## src/dgpc_pkg.sv

```systemverilog
// Package for the dual gated pulse counter: word types, command and source codes.
// Used by every module of the block; depends on nothing else.
package dgpc_pkg;

    localparam logic OP_TICK    = 1'b0;
    localparam logic OP_COMMAND = 1'b1;

    localparam logic [15:0] DEBOUNCE_RESET = 16'd150;

    typedef enum logic [3:0] {
        CMD_RESET_ALL  = 4'd0,
        CMD_RESET_ONE  = 4'd1,
        CMD_RESET_TWO  = 4'd2,
        CMD_READ_ONE   = 4'd3,
        CMD_READ_TWO   = 4'd4,
        CMD_ENABLE_ONE = 4'd5,
        CMD_ENABLE_TWO = 4'd6,
        CMD_DISABLE_ONE = 4'd7,
        CMD_DISABLE_TWO = 4'd8
    } cmd_code_t;

    localparam logic [1:0] SRC_ALWAYS = 2'd0;
    localparam logic [1:0] SRC_REMOTE = 2'd1;
    localparam logic [1:0] SRC_GATE   = 2'd2;
    localparam logic [1:0] SRC_HOLD   = 2'd3;

    typedef struct packed {
        logic       opcode;
        logic [3:0] command_code;
        logic       pulse_one;
        logic       pulse_two;
        logic       gate_one;
        logic       gate_two;
        logic [1:0] source_one;
        logic [1:0] source_two;
        logic       button_one;
        logic       button_two;
        logic       ext_reset_one;
        logic       ext_reset_two;
    } dgpc_in_t;

    typedef struct packed {
        logic [31:0] count_value;
        logic        done_ok;
        logic        enable_out_one;
        logic        enable_out_two;
    } dgpc_out_t;

    // Control from the top level to one channel for the word being processed.
    typedef struct packed {
        logic       step;
        logic       tick;
        logic       pulse;
        logic       gate;
        logic [1:0] source;
        logic       button;
        logic       ext_reset;
        logic       clear;
        logic       remote_wr;
        logic       remote_val;
    } dgpc_chan_ctl_t;

    // Status from one channel back to the top level.
    typedef struct packed {
        logic [31:0] count_low;
        logic        enable_next;
        logic        is_remote;
    } dgpc_chan_sts_t;

endpackage

```

## src/dgpc_channel.sv

```systemverilog
// One counter channel: count, enable, remote flag, last seen source and push-button timing.
// Depends on dgpc_pkg.
module dgpc_channel
    import dgpc_pkg::*;
#(
    parameter int COUNT_BITS = 32
)
(
    input  logic           clk,
    input  logic           rst_n,
    input  dgpc_chan_ctl_t ctl,
    input  logic [31:0]    tick_now,
    input  logic [15:0]    debounce,
    output dgpc_chan_sts_t sts
);

    logic [COUNT_BITS-1:0] count_reg, count_next, count_inc;
    logic                  remote_reg, remote_next;
    logic                  enable_reg, enable_next, en_pick;
    logic [1:0]            seen_reg, seen_next;
    logic [31:0]           last_reg, last_next, last_eff, gap;
    logic                  press;

    always_comb
    begin
        case (ctl.source)
            SRC_ALWAYS: en_pick = 1'b1;
            SRC_REMOTE: en_pick = remote_reg;
            SRC_GATE:   en_pick = ctl.gate;
            default:    en_pick = enable_reg;
        endcase
    end

    // A stored press time ahead of the tick counter means the counter has wrapped.
    assign last_eff  = (last_reg > tick_now) ? 32'd0 : last_reg;
    assign gap       = tick_now - last_eff;
    assign press     = ctl.button && (gap > {16'd0, debounce});
    assign count_inc = count_reg + {{(COUNT_BITS-1){1'b0}}, 1'b1};

    always_comb
    begin
        count_next  = count_reg;
        remote_next = remote_reg;
        enable_next = enable_reg;
        seen_next   = seen_reg;
        last_next   = last_reg;
        if (ctl.tick)
        begin
            seen_next   = ctl.source;
            enable_next = en_pick;
            if (en_pick && ctl.pulse)
            begin
                count_next = count_inc;
            end
            if (ctl.button)
            begin
                last_next = press ? tick_now : last_eff;
            end
            if (press || ctl.ext_reset)
            begin
                count_next = '0;
            end
        end
        else
        begin
            if (ctl.clear)
            begin
                count_next = '0;
            end
            if (ctl.remote_wr && (seen_reg == SRC_REMOTE))
            begin
                remote_next = ctl.remote_val;
                enable_next = ctl.remote_val;
            end
        end
    end

    always_ff @(posedge clk or negedge rst_n)
    begin
        if (!rst_n)
        begin
            count_reg  <= '0;
            remote_reg <= 1'b0;
            enable_reg <= 1'b0;
            seen_reg   <= SRC_ALWAYS;
            last_reg   <= '0;
        end
        else if (ctl.step)
        begin
            count_reg  <= count_next;
            remote_reg <= remote_next;
            enable_reg <= enable_next;
            seen_reg   <= seen_next;
            last_reg   <= last_next;
        end
    end

    generate
        if (COUNT_BITS >= 32)
        begin : g_wide
            assign sts.count_low = count_reg[31:0];
        end
        else
        begin : g_narrow
            assign sts.count_low = {{(32-COUNT_BITS){1'b0}}, count_reg};
        end
    endgenerate

    assign sts.enable_next = enable_next;
    assign sts.is_remote   = (seen_reg == SRC_REMOTE);

endmodule

```

## src/dual_gated_pulse_counter_unit.sv

```systemverilog
// Top level of the dual gated pulse counter: input register, word decode, two channels
// and the result register. Depends on dgpc_pkg and dgpc_channel.
//
// Usage. Each input word is either a tick, carrying the pin samples of one time step
// (pulses, gate levels, source switches, push-buttons and coaxial resets), or a command
// that resets, reads, or remotely enables or disables a channel. Every word yields
// exactly one result word with the read value, the command status and both enables.
// Both channels use valid and ready; a word moves when valid and ready are high together.
// The debounce register is written through cfg_wr_en and cfg_wr_data at any edge with the
// enable high, and should only be written while the block is idle.
// An accepted word is held in the input register, where it is decoded and applied to the
// counter state, and its result is then loaded into the result register, which drives
// out_valid; that step is taken as soon as the output is free.
// Throughput: one word per cycle unless stalled. The state update is a single pass
// through the channel logic, so each word sees everything the previous one left behind.
// When the receiver stalls the result register holds its word, the input register fills,
// and in_ready falls only when both are occupied; nothing is lost or repeated.
// Reset clears both counters, enables, remote flags, the tick clock and the press times,
// and restores a debounce distance of 150 ticks.
module dual_gated_pulse_counter_unit
    import dgpc_pkg::*;
#(
    parameter int COUNT_BITS = 32
)
(
    input  logic        clk,
    input  logic        rst_n,
    input  logic        in_valid,
    output logic        in_ready,
    input  dgpc_in_t    in_word,
    output logic        out_valid,
    input  logic        out_ready,
    output dgpc_out_t   out_word,
    input  logic        cfg_wr_en,
    input  logic [15:0] cfg_wr_data
);

    logic           hold_valid_reg;
    dgpc_in_t       hold_word_reg;
    logic           out_valid_reg;
    dgpc_out_t      out_word_reg, out_word_next;
    logic [15:0]    debounce_reg;
    logic [31:0]    tick_time_reg, tick_time_next;
    logic           advance;
    logic           is_tick;
    dgpc_chan_ctl_t ctl_one, ctl_two;
    dgpc_chan_sts_t sts_one, sts_two;
    logic           ok;
    logic [31:0]    value;

    // The held word is processed when the result register is free or being emptied.
    assign advance  = hold_valid_reg && (!out_valid_reg || out_ready);
    assign in_ready = !hold_valid_reg || advance;
    assign is_tick  = (hold_word_reg.opcode == OP_TICK);

    always_ff @(posedge clk or negedge rst_n)
    begin
        if (!rst_n)
        begin
            hold_valid_reg <= 1'b0;
        end
        else if (in_ready)
        begin
            hold_valid_reg <= in_valid;
        end
    end

    always_ff @(posedge clk)
    begin
        if (in_ready && in_valid)
        begin
            hold_word_reg <= in_word;
        end
    end

    always_ff @(posedge clk or negedge rst_n)
    begin
        if (!rst_n)
        begin
            debounce_reg <= DEBOUNCE_RESET;
        end
        else if (cfg_wr_en)
        begin
            debounce_reg <= cfg_wr_data;
        end
    end

    // The tick clock advances before the push-button test uses it.
    assign tick_time_next = tick_time_reg + 32'd1;

    always_ff @(posedge clk or negedge rst_n)
    begin
        if (!rst_n)
        begin
            tick_time_reg <= '0;
        end
        else if (advance && is_tick)
        begin
            tick_time_reg <= tick_time_next;
        end
    end

    // Command decode. Reads take the count as it stands; unknown codes change nothing.
    always_comb
    begin
        ctl_one            = '0;
        ctl_two            = '0;
        ctl_one.step       = advance;
        ctl_two.step       = advance;
        ctl_one.tick       = is_tick;
        ctl_two.tick       = is_tick;
        ctl_one.pulse      = hold_word_reg.pulse_one;
        ctl_two.pulse      = hold_word_reg.pulse_two;
        ctl_one.gate       = hold_word_reg.gate_one;
        ctl_two.gate       = hold_word_reg.gate_two;
        ctl_one.source     = hold_word_reg.source_one;
        ctl_two.source     = hold_word_reg.source_two;
        ctl_one.button     = hold_word_reg.button_one;
        ctl_two.button     = hold_word_reg.button_two;
        ctl_one.ext_reset  = hold_word_reg.ext_reset_one;
        ctl_two.ext_reset  = hold_word_reg.ext_reset_two;
        ok                 = 1'b0;
        value              = '0;
        if (!is_tick)
        begin
            case (hold_word_reg.command_code)
                CMD_RESET_ALL:
                begin
                    ctl_one.clear = 1'b1;
                    ctl_two.clear = 1'b1;
                    ok            = 1'b1;
                end
                CMD_RESET_ONE:
                begin
                    ctl_one.clear = 1'b1;
                    ok            = 1'b1;
                end
                CMD_RESET_TWO:
                begin
                    ctl_two.clear = 1'b1;
                    ok            = 1'b1;
                end
                CMD_READ_ONE:
                begin
                    value = sts_one.count_low;
                    ok    = 1'b1;
                end
                CMD_READ_TWO:
                begin
                    value = sts_two.count_low;
                    ok    = 1'b1;
                end
                CMD_ENABLE_ONE:
                begin
                    ctl_one.remote_wr  = 1'b1;
                    ctl_one.remote_val = 1'b1;
                    ok                 = sts_one.is_remote;
                end
                CMD_ENABLE_TWO:
                begin
                    ctl_two.remote_wr  = 1'b1;
                    ctl_two.remote_val = 1'b1;
                    ok                 = sts_two.is_remote;
                end
                CMD_DISABLE_ONE:
                begin
                    ctl_one.remote_wr = 1'b1;
                    ok                = sts_one.is_remote;
                end
                CMD_DISABLE_TWO:
                begin
                    ctl_two.remote_wr = 1'b1;
                    ok                = sts_two.is_remote;
                end
                default:
                begin
                    ok = 1'b0;
                end
            endcase
        end
    end

    dgpc_channel #(
        .COUNT_BITS (COUNT_BITS)
    ) u_chan_one (
        .clk      (clk),
        .rst_n    (rst_n),
        .ctl      (ctl_one),
        .tick_now (tick_time_next),
        .debounce (debounce_reg),
        .sts      (sts_one)
    );

    dgpc_channel #(
        .COUNT_BITS (COUNT_BITS)
    ) u_chan_two (
        .clk      (clk),
        .rst_n    (rst_n),
        .ctl      (ctl_two),
        .tick_now (tick_time_next),
        .debounce (debounce_reg),
        .sts      (sts_two)
    );

    assign out_word_next.count_value    = value;
    assign out_word_next.done_ok        = ok;
    assign out_word_next.enable_out_one = sts_one.enable_next;
    assign out_word_next.enable_out_two = sts_two.enable_next;

    always_ff @(posedge clk or negedge rst_n)
    begin
        if (!rst_n)
        begin
            out_valid_reg <= 1'b0;
        end
        else if (!out_valid_reg || out_ready)
        begin
            out_valid_reg <= hold_valid_reg;
        end
    end

    always_ff @(posedge clk)
    begin
        if (advance)
        begin
            out_word_reg <= out_word_next;
        end
    end

    assign out_valid = out_valid_reg;
    assign out_word  = out_word_reg;

endmodule

```

## config.mk

```make
export PLATFORM = sky130hd
export DESIGN_NAME = dual_gated_pulse_counter_unit
export DESIGN_NICKNAME = d
export VERILOG_FILES = /design/src/dgpc_pkg.sv /design/src/dgpc_channel.sv /design/src/dual_gated_pulse_counter_unit.sv
export SDC_FILE = /design/constraint.sdc
export NUM_CORES = 1
export LEC_CHECK = 0
export ABC_AREA = 1
export BUFFER_PORTS_ARGS = -buffer_cell sky130_fd_sc_hd__buf_2
export CAP_MARGIN = 20
export CORE_ASPECT_RATIO = 1.4
export CORE_MARGIN = 5
export CORE_UTILIZATION = 60
export DETAILED_ROUTE_END_ITERATION = 10
export PLACE_DENSITY = 0.81
export SLEW_MARGIN = 0
export SYNTH_ARGS = -nofsm -noshare
export SYNTH_HDL_FRONTEND = slang
export SYNTH_SLANG_ARGS = --single-unit
```

## constraint.sdc

```tcl
create_clock -name clk -period 19.9 [get_ports clk]
set_clock_uncertainty 0.15 [all_clocks]
set_input_delay 1.99 -clock clk [delete_from_list [all_inputs] [get_ports clk]]
set_output_delay 1.99 -clock clk [all_outputs]
set_load 0.1 [all_outputs]
```

# Word-level counts from Yosys, hierarchy flattened
# Index checks and enable logic that the tools add are counted.
[totals]
ff_bits = 238
inputBits = 38
wordCells = 116
[classes]
n_addsub = 5
order_cmp = 4
n_eq_ne = 16
muxes = 28
bitwise_logic = 1
reduce_logical = 32
[op_table]
columns = ["op", "n"]
rows = [
  ["2-to-1 mux 32 bit", 12],
  ["adder 32 x 1 -> 32 bit (second input constant)", 3],
  ["> comparator 32 x 16 -> 1 bit", 2],
  ["> comparator 32 bit", 2],
  ["case mux 32 bit (2 select lines)", 1],
  ["subtractor 32 bit", 2],
  ["AND reduction 3 bit", 6],
  ["== test 4 x 3 -> 1 bit (second input constant)", 4],
  ["2-to-1 mux 1 bit", 10],
  ["logical AND 1 bit", 9],
  ["case mux 1 bit (3 select lines)", 3],
  ["== test 2 x 1 -> 1 bit (second input constant)", 4],
  ["== test 4 x 2 -> 1 bit (second input constant)", 2],
  ["OR reduction 2 bit", 4],
  ["2-to-1 mux 3 bit", 2],
  ["nonzero test 3 bit", 2],
  ["OR reduction 5 bit", 1],
  ["== test 2 bit (second input constant)", 2],
  ["== test 4 x 1 -> 1 bit (second input constant)", 1],
  ["== test 4 bit (second input constant)", 1],
  ["zero test 2 bit", 2],
  ["zero test 4 bit", 1],
  ["logical OR 1 bit", 4],
  ["!= test 2 x 1 -> 1 bit (second input constant)", 2],
  ["3 further kinds", 4],
]

# Depth between registers and ports, before layout
[logic_depth]
ltp_word = 9
depth_mapped = 58

# Modules after synthesis
# From an unflattened synthesis, not the netlist that was laid out.
[hier_totals]
cells_unflattened = 2945
area_unflattened_um2 = 20164.3
[by_module_without_submodules]
columns = ["mod", "instances", "cells_per_inst", "area_per_inst_um2", "seq_area_each_um2"]
rows = [
  ["dgpc_channel (u_chan_two)", 1, 1211, 7586.0, 1701.6],
  ["dgpc_channel (u_chan_one)", 1, 1178, 7462.2, 1701.6],
  ["dual_gated_pulse_counter_unit", 1, 556, 5116.2, 2817.7],
]

# Worst setup path after synthesis
# OpenSTA, ideal clock, no wires.
[synth_timing]
path_type = "flip-flop to flip-flop"
startpoint = "register tick_time_reg[0]"
endpoint = "register u_chan_one.last_reg[23]"
arrival_ns = 7.310
t_required_ns = 19.626
path_slack_ns = 12.316
path_stages_with_launch = 53
path_buffers = 4
period_less_slack_ns = 7.584
path_cell_list = "dfrtp_1 ha_1 nand2_1 nor2_1 nand2_1 nor2_4 nand3_2 nor2_1 inv_1 nor2_1 inv_1 nor3_1 nand3_1 xor2_1 ha_1 nand2_1 nor2_1 nand4_1 [... 17 more ...] o21ai_0 xor2_1 ha_1 nand2_1 nor4_1 a22oi_1 nor3_1 nand3_1 nor2_1 nand2_1 nor2_1 nand3_1 nand2_2 buf_6 buf_6 nand2_1 o211ai_1 nand2_1"
[synth_between]
elab_chain_len = 7
[synth_lines]
columns = ["item", "line", "rtl"]
rows = [
  ["start: declaration", "dual_gated_pulse_counter_unit.sv:43", "logic [31:0] tick_time_reg, tick_time_next;"],
  ["start signal: assignment", "dual_gated_pulse_counter_unit.sv:99", "tick_time_reg <= tick_time_next;"],
  ["adder 32 x 1 -> 32 bit *", "dual_gated_pulse_counter_unit.sv:89", "assign tick_time_next = tick_time_reg + 32'd1;"],
  ["> comparator 32 bit", "dgpc_channel.sv:35", "assign last_eff = (last_reg > tick_now) ? 32'd0 : last_reg;"],
  ["2-to-1 mux 32 bit", "dgpc_channel.sv:35", ""],
  ["subtractor 32 bit", "dgpc_channel.sv:36", "assign gap = tick_now - last_eff;"],
  ["> comparator 32 x 16 -> 1 bit", "dgpc_channel.sv:37", "assign press = ctl.button && (gap > {16'd0, debounce});"],
  ["logical AND 1 bit", "dgpc_channel.sv:37", ""],
  ["2-to-1 mux 32 bit *", "dgpc_channel.sv:57", "last_next = press ? tick_now : last_eff;"],
  ["end signal: assignment", "dgpc_channel.sv:94", "last_reg <= last_next;"],
  ["end: declaration", "dgpc_channel.sv:21", "logic [31:0] last_reg, last_next, last_eff, gap;"],
]
# Mark *: on every way between the ends. The rest lies on a longest branch, timed or not.
# A chain may end at the register's enable or synchronous reset.

# Final worst setup path
[layout_timing]
startpoint = "register tick_time_reg[0]"
endpoint = "register u_chan_one.count_reg[6]"
[layout_between]
elab_chain_len = 9
[layout_lines]
columns = ["item", "line", "rtl"]
rows = [
  ["adder 32 x 1 -> 32 bit *", "dual_gated_pulse_counter_unit.sv:89", ""],
  ["named net tick_time_next[6]", "dual_gated_pulse_counter_unit.sv:43", ""],
  ["> comparator 32 bit", "dgpc_channel.sv:35", ""],
  ["2-to-1 mux 32 bit", "dgpc_channel.sv:35", ""],
  ["subtractor 32 bit *", "dgpc_channel.sv:36", ""],
  ["> comparator 32 x 16 -> 1 bit *", "dgpc_channel.sv:37", ""],
  ["logical AND 1 bit *", "dgpc_channel.sv:37", ""],
  ["logical OR 1 bit *", "dgpc_channel.sv:59", "if (press || ctl.ext_reset)"],
  ["nonzero test 3 bit (no source line) / 2-to-1 mux 32 bit (equally long branches)", "-", ""],
  ["AND reduction 3 bit (no source line) / 2-to-1 mux 32 bit (equally long branches)", "-", ""],
  ["end signal: assignment", "dgpc_channel.sv:90", "count_reg <= count_next;"],
  ["end: declaration", "dgpc_channel.sv:17", "logic [COUNT_BITS-1:0] count_reg, count_next, count_inc;"],
]
# The timed path passes the listed nets; every way through them passes the cells marked *.

==> impl_results.md <==
- HP Start: u_chan_two.seen_reg[1]
- Crit path arrival time: ~11 ns
- RePlAce Congestion: between 0.9 and 1
- Fin nets: ~2500
- Filler cells: about 2500
- Slew headroom: 0.3551
- Worst hold endpoint: u_chan_two.seen_reg[1]
- Routed wire per std cell: ~18 um
- Global-route wire length before repair: ~80000 um
- CP Launch Type: flip-flop
- Die Y: 211.3 um
- Clock buffer depth: 3
- Synth warn: 0
- Hold Worst Slack: between 0.3 and 0.4 ns
- Synth Register Bits: roughly 240
- Worst-margin pin slew: about 0.96 ns
- Lkg Pwr: a little over 9 nW
- Row cnt: 73
- Post-DP HPWL: roughly 37000 um
- CTS tree: built
- Area after DPL: 17950 um^2
- DIE AREA: between 30000 and 40000 um^2
- Storage element area: a little over 6000 um^2
- Syn Area/Cell: around 7.6 um^2
- Maximum fanout along the worst path: between 60 and 70
- Final Hold Fails: 0
- Synth cell types: between 50 and 60
- Post-synth EDFFs: 52
- TNS Setup: 0 ns
- Final wirelength: 48840 um
- Vias post-DR: 16060
- Reg2reg path depth: 39
- Crit path kind: flip-flop to flip-flop
- Total GRT Usage: 0.2993
- Max-slew violation count: 0
- Synthesized instance count: about 2300
- PostCTS Resize Cnt: 0
- Largest net degree at the start of global routing: 81
- Hold-fix buffers, CTS: 0
- Synthesized Nets: 2492
- Clk sinks: 238
- Initial antenna violation count: 0
- GRT overflow: 0
- Mapped Area: 17370 um^2
- Seq/Total Area, Yosys: 0.3581
- H-tree levels: 1
- Detailed-route DRC error count: 0
- Via-to-Cell Ratio: 5.862
- Power density cells: 147.9 nW/um^2
- Antenna cells: 0
- Most frequent CP cell: nand2_1
- Vias in the first global route: about 16000
- RSZ-0062 raised after global routing: no
- CTS buffer count: 25
- Multi-input gate area: roughly 9700 um^2
- Status: completed
- Post-CTS Setup Repair Bufs: 0
- IO Port Bufs: 74
- Final antenna-violating net count: 0
- Biggest area consumer among synthesized cells: dfrtp_1
- Die X: around 150 um
- Worst reg2reg endpoint: u_chan_one.count_reg[6]
- Detailed Route Iter0 Violations: 1159
- Clk_lat worst skew: about 0.56 ns
- Worst Hold Depth: 2
- Main flop type after synthesis: dfrtp_1
- MaxCap Viol Count: 0
- Pre-Repair DR Iteration Count: 5
- Fin crit share: 0.5125
- Critical-path top delay cell: xor2_1
- Largest register FFs: 35
- Asr flop ratio synth: 0.7815
- Area delta synth->final: 8.326%
- Share of layout cells above drive strength 1: 0.08249
- Area contributors post-synth: dfrtp_1 26%, nand2_1 14%, ha_1 11%, edfxtp_1 9.0%, inv_1 5.9%
- Reg2Reg Setup Slack: about 9.7 ns
- Crit path capture type: flip-flop
- Hold crit path type: flip-flop to flip-flop
- Max VDD drop: ~83 uV
- Clock transition at path regs: 0.06 ns
- Period minus WS final: between 10 and 15 ns
- Core area: between 20000 and 30000 um^2
- # IOs: 75
- Initial core utilization: 0.6096
- Final setup vio count: 0
- Design area: 18820 um^2
- CTS Root Cell: clkbuf_16
- Reg2reg start: tick_time_reg[0]
- Area share of the largest cell type after synthesis: 0.2622
- Crit-path max cell delay: ~0.60 ns
- WP data required: between 20 and 25 ns
- Maximum clock frequency: roughly 98 MHz
synth_stat cells (6+ instances only):
cell,number
nand3_1,96
o21ai_1,34
buf_6,10
ha_1,153
o21ai_0,111
nand2_2,18
nand4_1,43
a21boi_0,8
nor2_1,150
dfrtp_1,182
o21bai_1,6
a21oi_1,138
clkbuf_1,49
nand2_1,632
edfxtp_1,52
o22ai_1,22
o211ai_1,46
xnor2_1,21
a21oi_2,20
nor4_1,11
nand3b_1,8
inv_1,273
xor2_1,89
nor3_1,43
a31oi_1,8
report_power, final:
group / total [W] / leakage (nW) / internal (W) / switching [W]
Sequential: 0.000638 / 2.99 / 0.000572 / 0.0000660
Combinational: 0.00164 / 5.74 / 0.000575 / 0.00107
Clock: 0.000504 / 0.430 / 0.000299 / 0.000205
stage by stage:
stage	utilization	power, W	std cells	setup WS, ns
2_1_floorplan	-	0.001857	2299	12.32
3_3_place_gp	0.6300	0.002206	2693	10.00
3_5_place_dp	0.6300	0.002262	2693	9.856
4_1_cts	0.6603	0.002776	2739	9.803
5_1_grt	0.6603	0.003034	2739	9.010
6_report	0.6603	0.002784	2739	9.702
logic make-up after synthesis:
logic type                 Yosys count  synth area share
buffers and inverters              351           0.08232
and+or+nand+nor                   1020            0.2481
xor gates and xnor gates           110           0.05546
muxes                                1         0.0006482
DFF                                238            0.3581
AOI/OAI and AO/OA                  424            0.1429
adders and majority gates          155            0.1125
cells in the final DEF (no fill, tap or decap), drive strengths merged, types with 10 or more instances in the layout:
cell type  netlist  layout
dfrtp          182     182
a21boi          10      10
o22ai           22      22
xor2            89      89
ha             153     153
edfxtp          52      52
o211ai          46      46
buf             19      87
o21ai          145     145
nor4            11      11
nor2           157     157
nand2          652     652
nand3          101     101
inv            277     278
xnor2           21      21
a21oi          158     158
nand4           43      43
clkinv           5      12
clkbuf          50      35
nor3            43      43
area by class of cell:
type | instances | area share
clock buffers | 34 | 0.03723
clock inverters | 12 | 0.008710
inverters | 282 | 0.05625
multi-input cells | 1710 | 0.5166
flip-flops and latches | 238 | 0.3306
well taps | 375 | 0.02493
repair buffers | 88 | 0.02573
critical path, delay by kind of cell (launching register included):
| kind | cells | cell delay (ns) |
|---|---|---|
| AOI/OAI and AO/OA | 13 | 3.03 |
| xor gates and xnor gates | 2 | 0.78 |
| adders and majority gates | 4 | 1.27 |
| buffers and inverters | 2 | 0.79 |
| DFF | 1 | 0.49 |
| and+or+nand+nor | 18 | 3.55 |
per-layer routing:
metal / global-route usage / share of wire
met4: 0.1941 / 0.071
met2: 0.5476 / 0.51
met3: 0.03047 / 0.053
met1: 0.3287 / 0.36
met5: 0 / 0
worst max path at each step:
stage,startpoint,end,slack (ns),depth (start not counted)
3_3_place_gp,tick_time_reg[0],u_chan_one.count_reg[23],10.00,48
5_1_grt,tick_time_reg[0],u_chan_one.count_reg[6],9.01,48
4_1_cts,tick_time_reg[0],u_chan_one.count_reg[6],9.80,48
3_5_place_dp,tick_time_reg[0],u_chan_one.count_reg[6],9.86,48
6_report,tick_time_reg[0],u_chan_one.count_reg[6],9.70,39
2_1_floorplan,tick_time_reg[0],u_chan_one.last_reg[23],12.32,52
(Power assumes the default switching activity.)
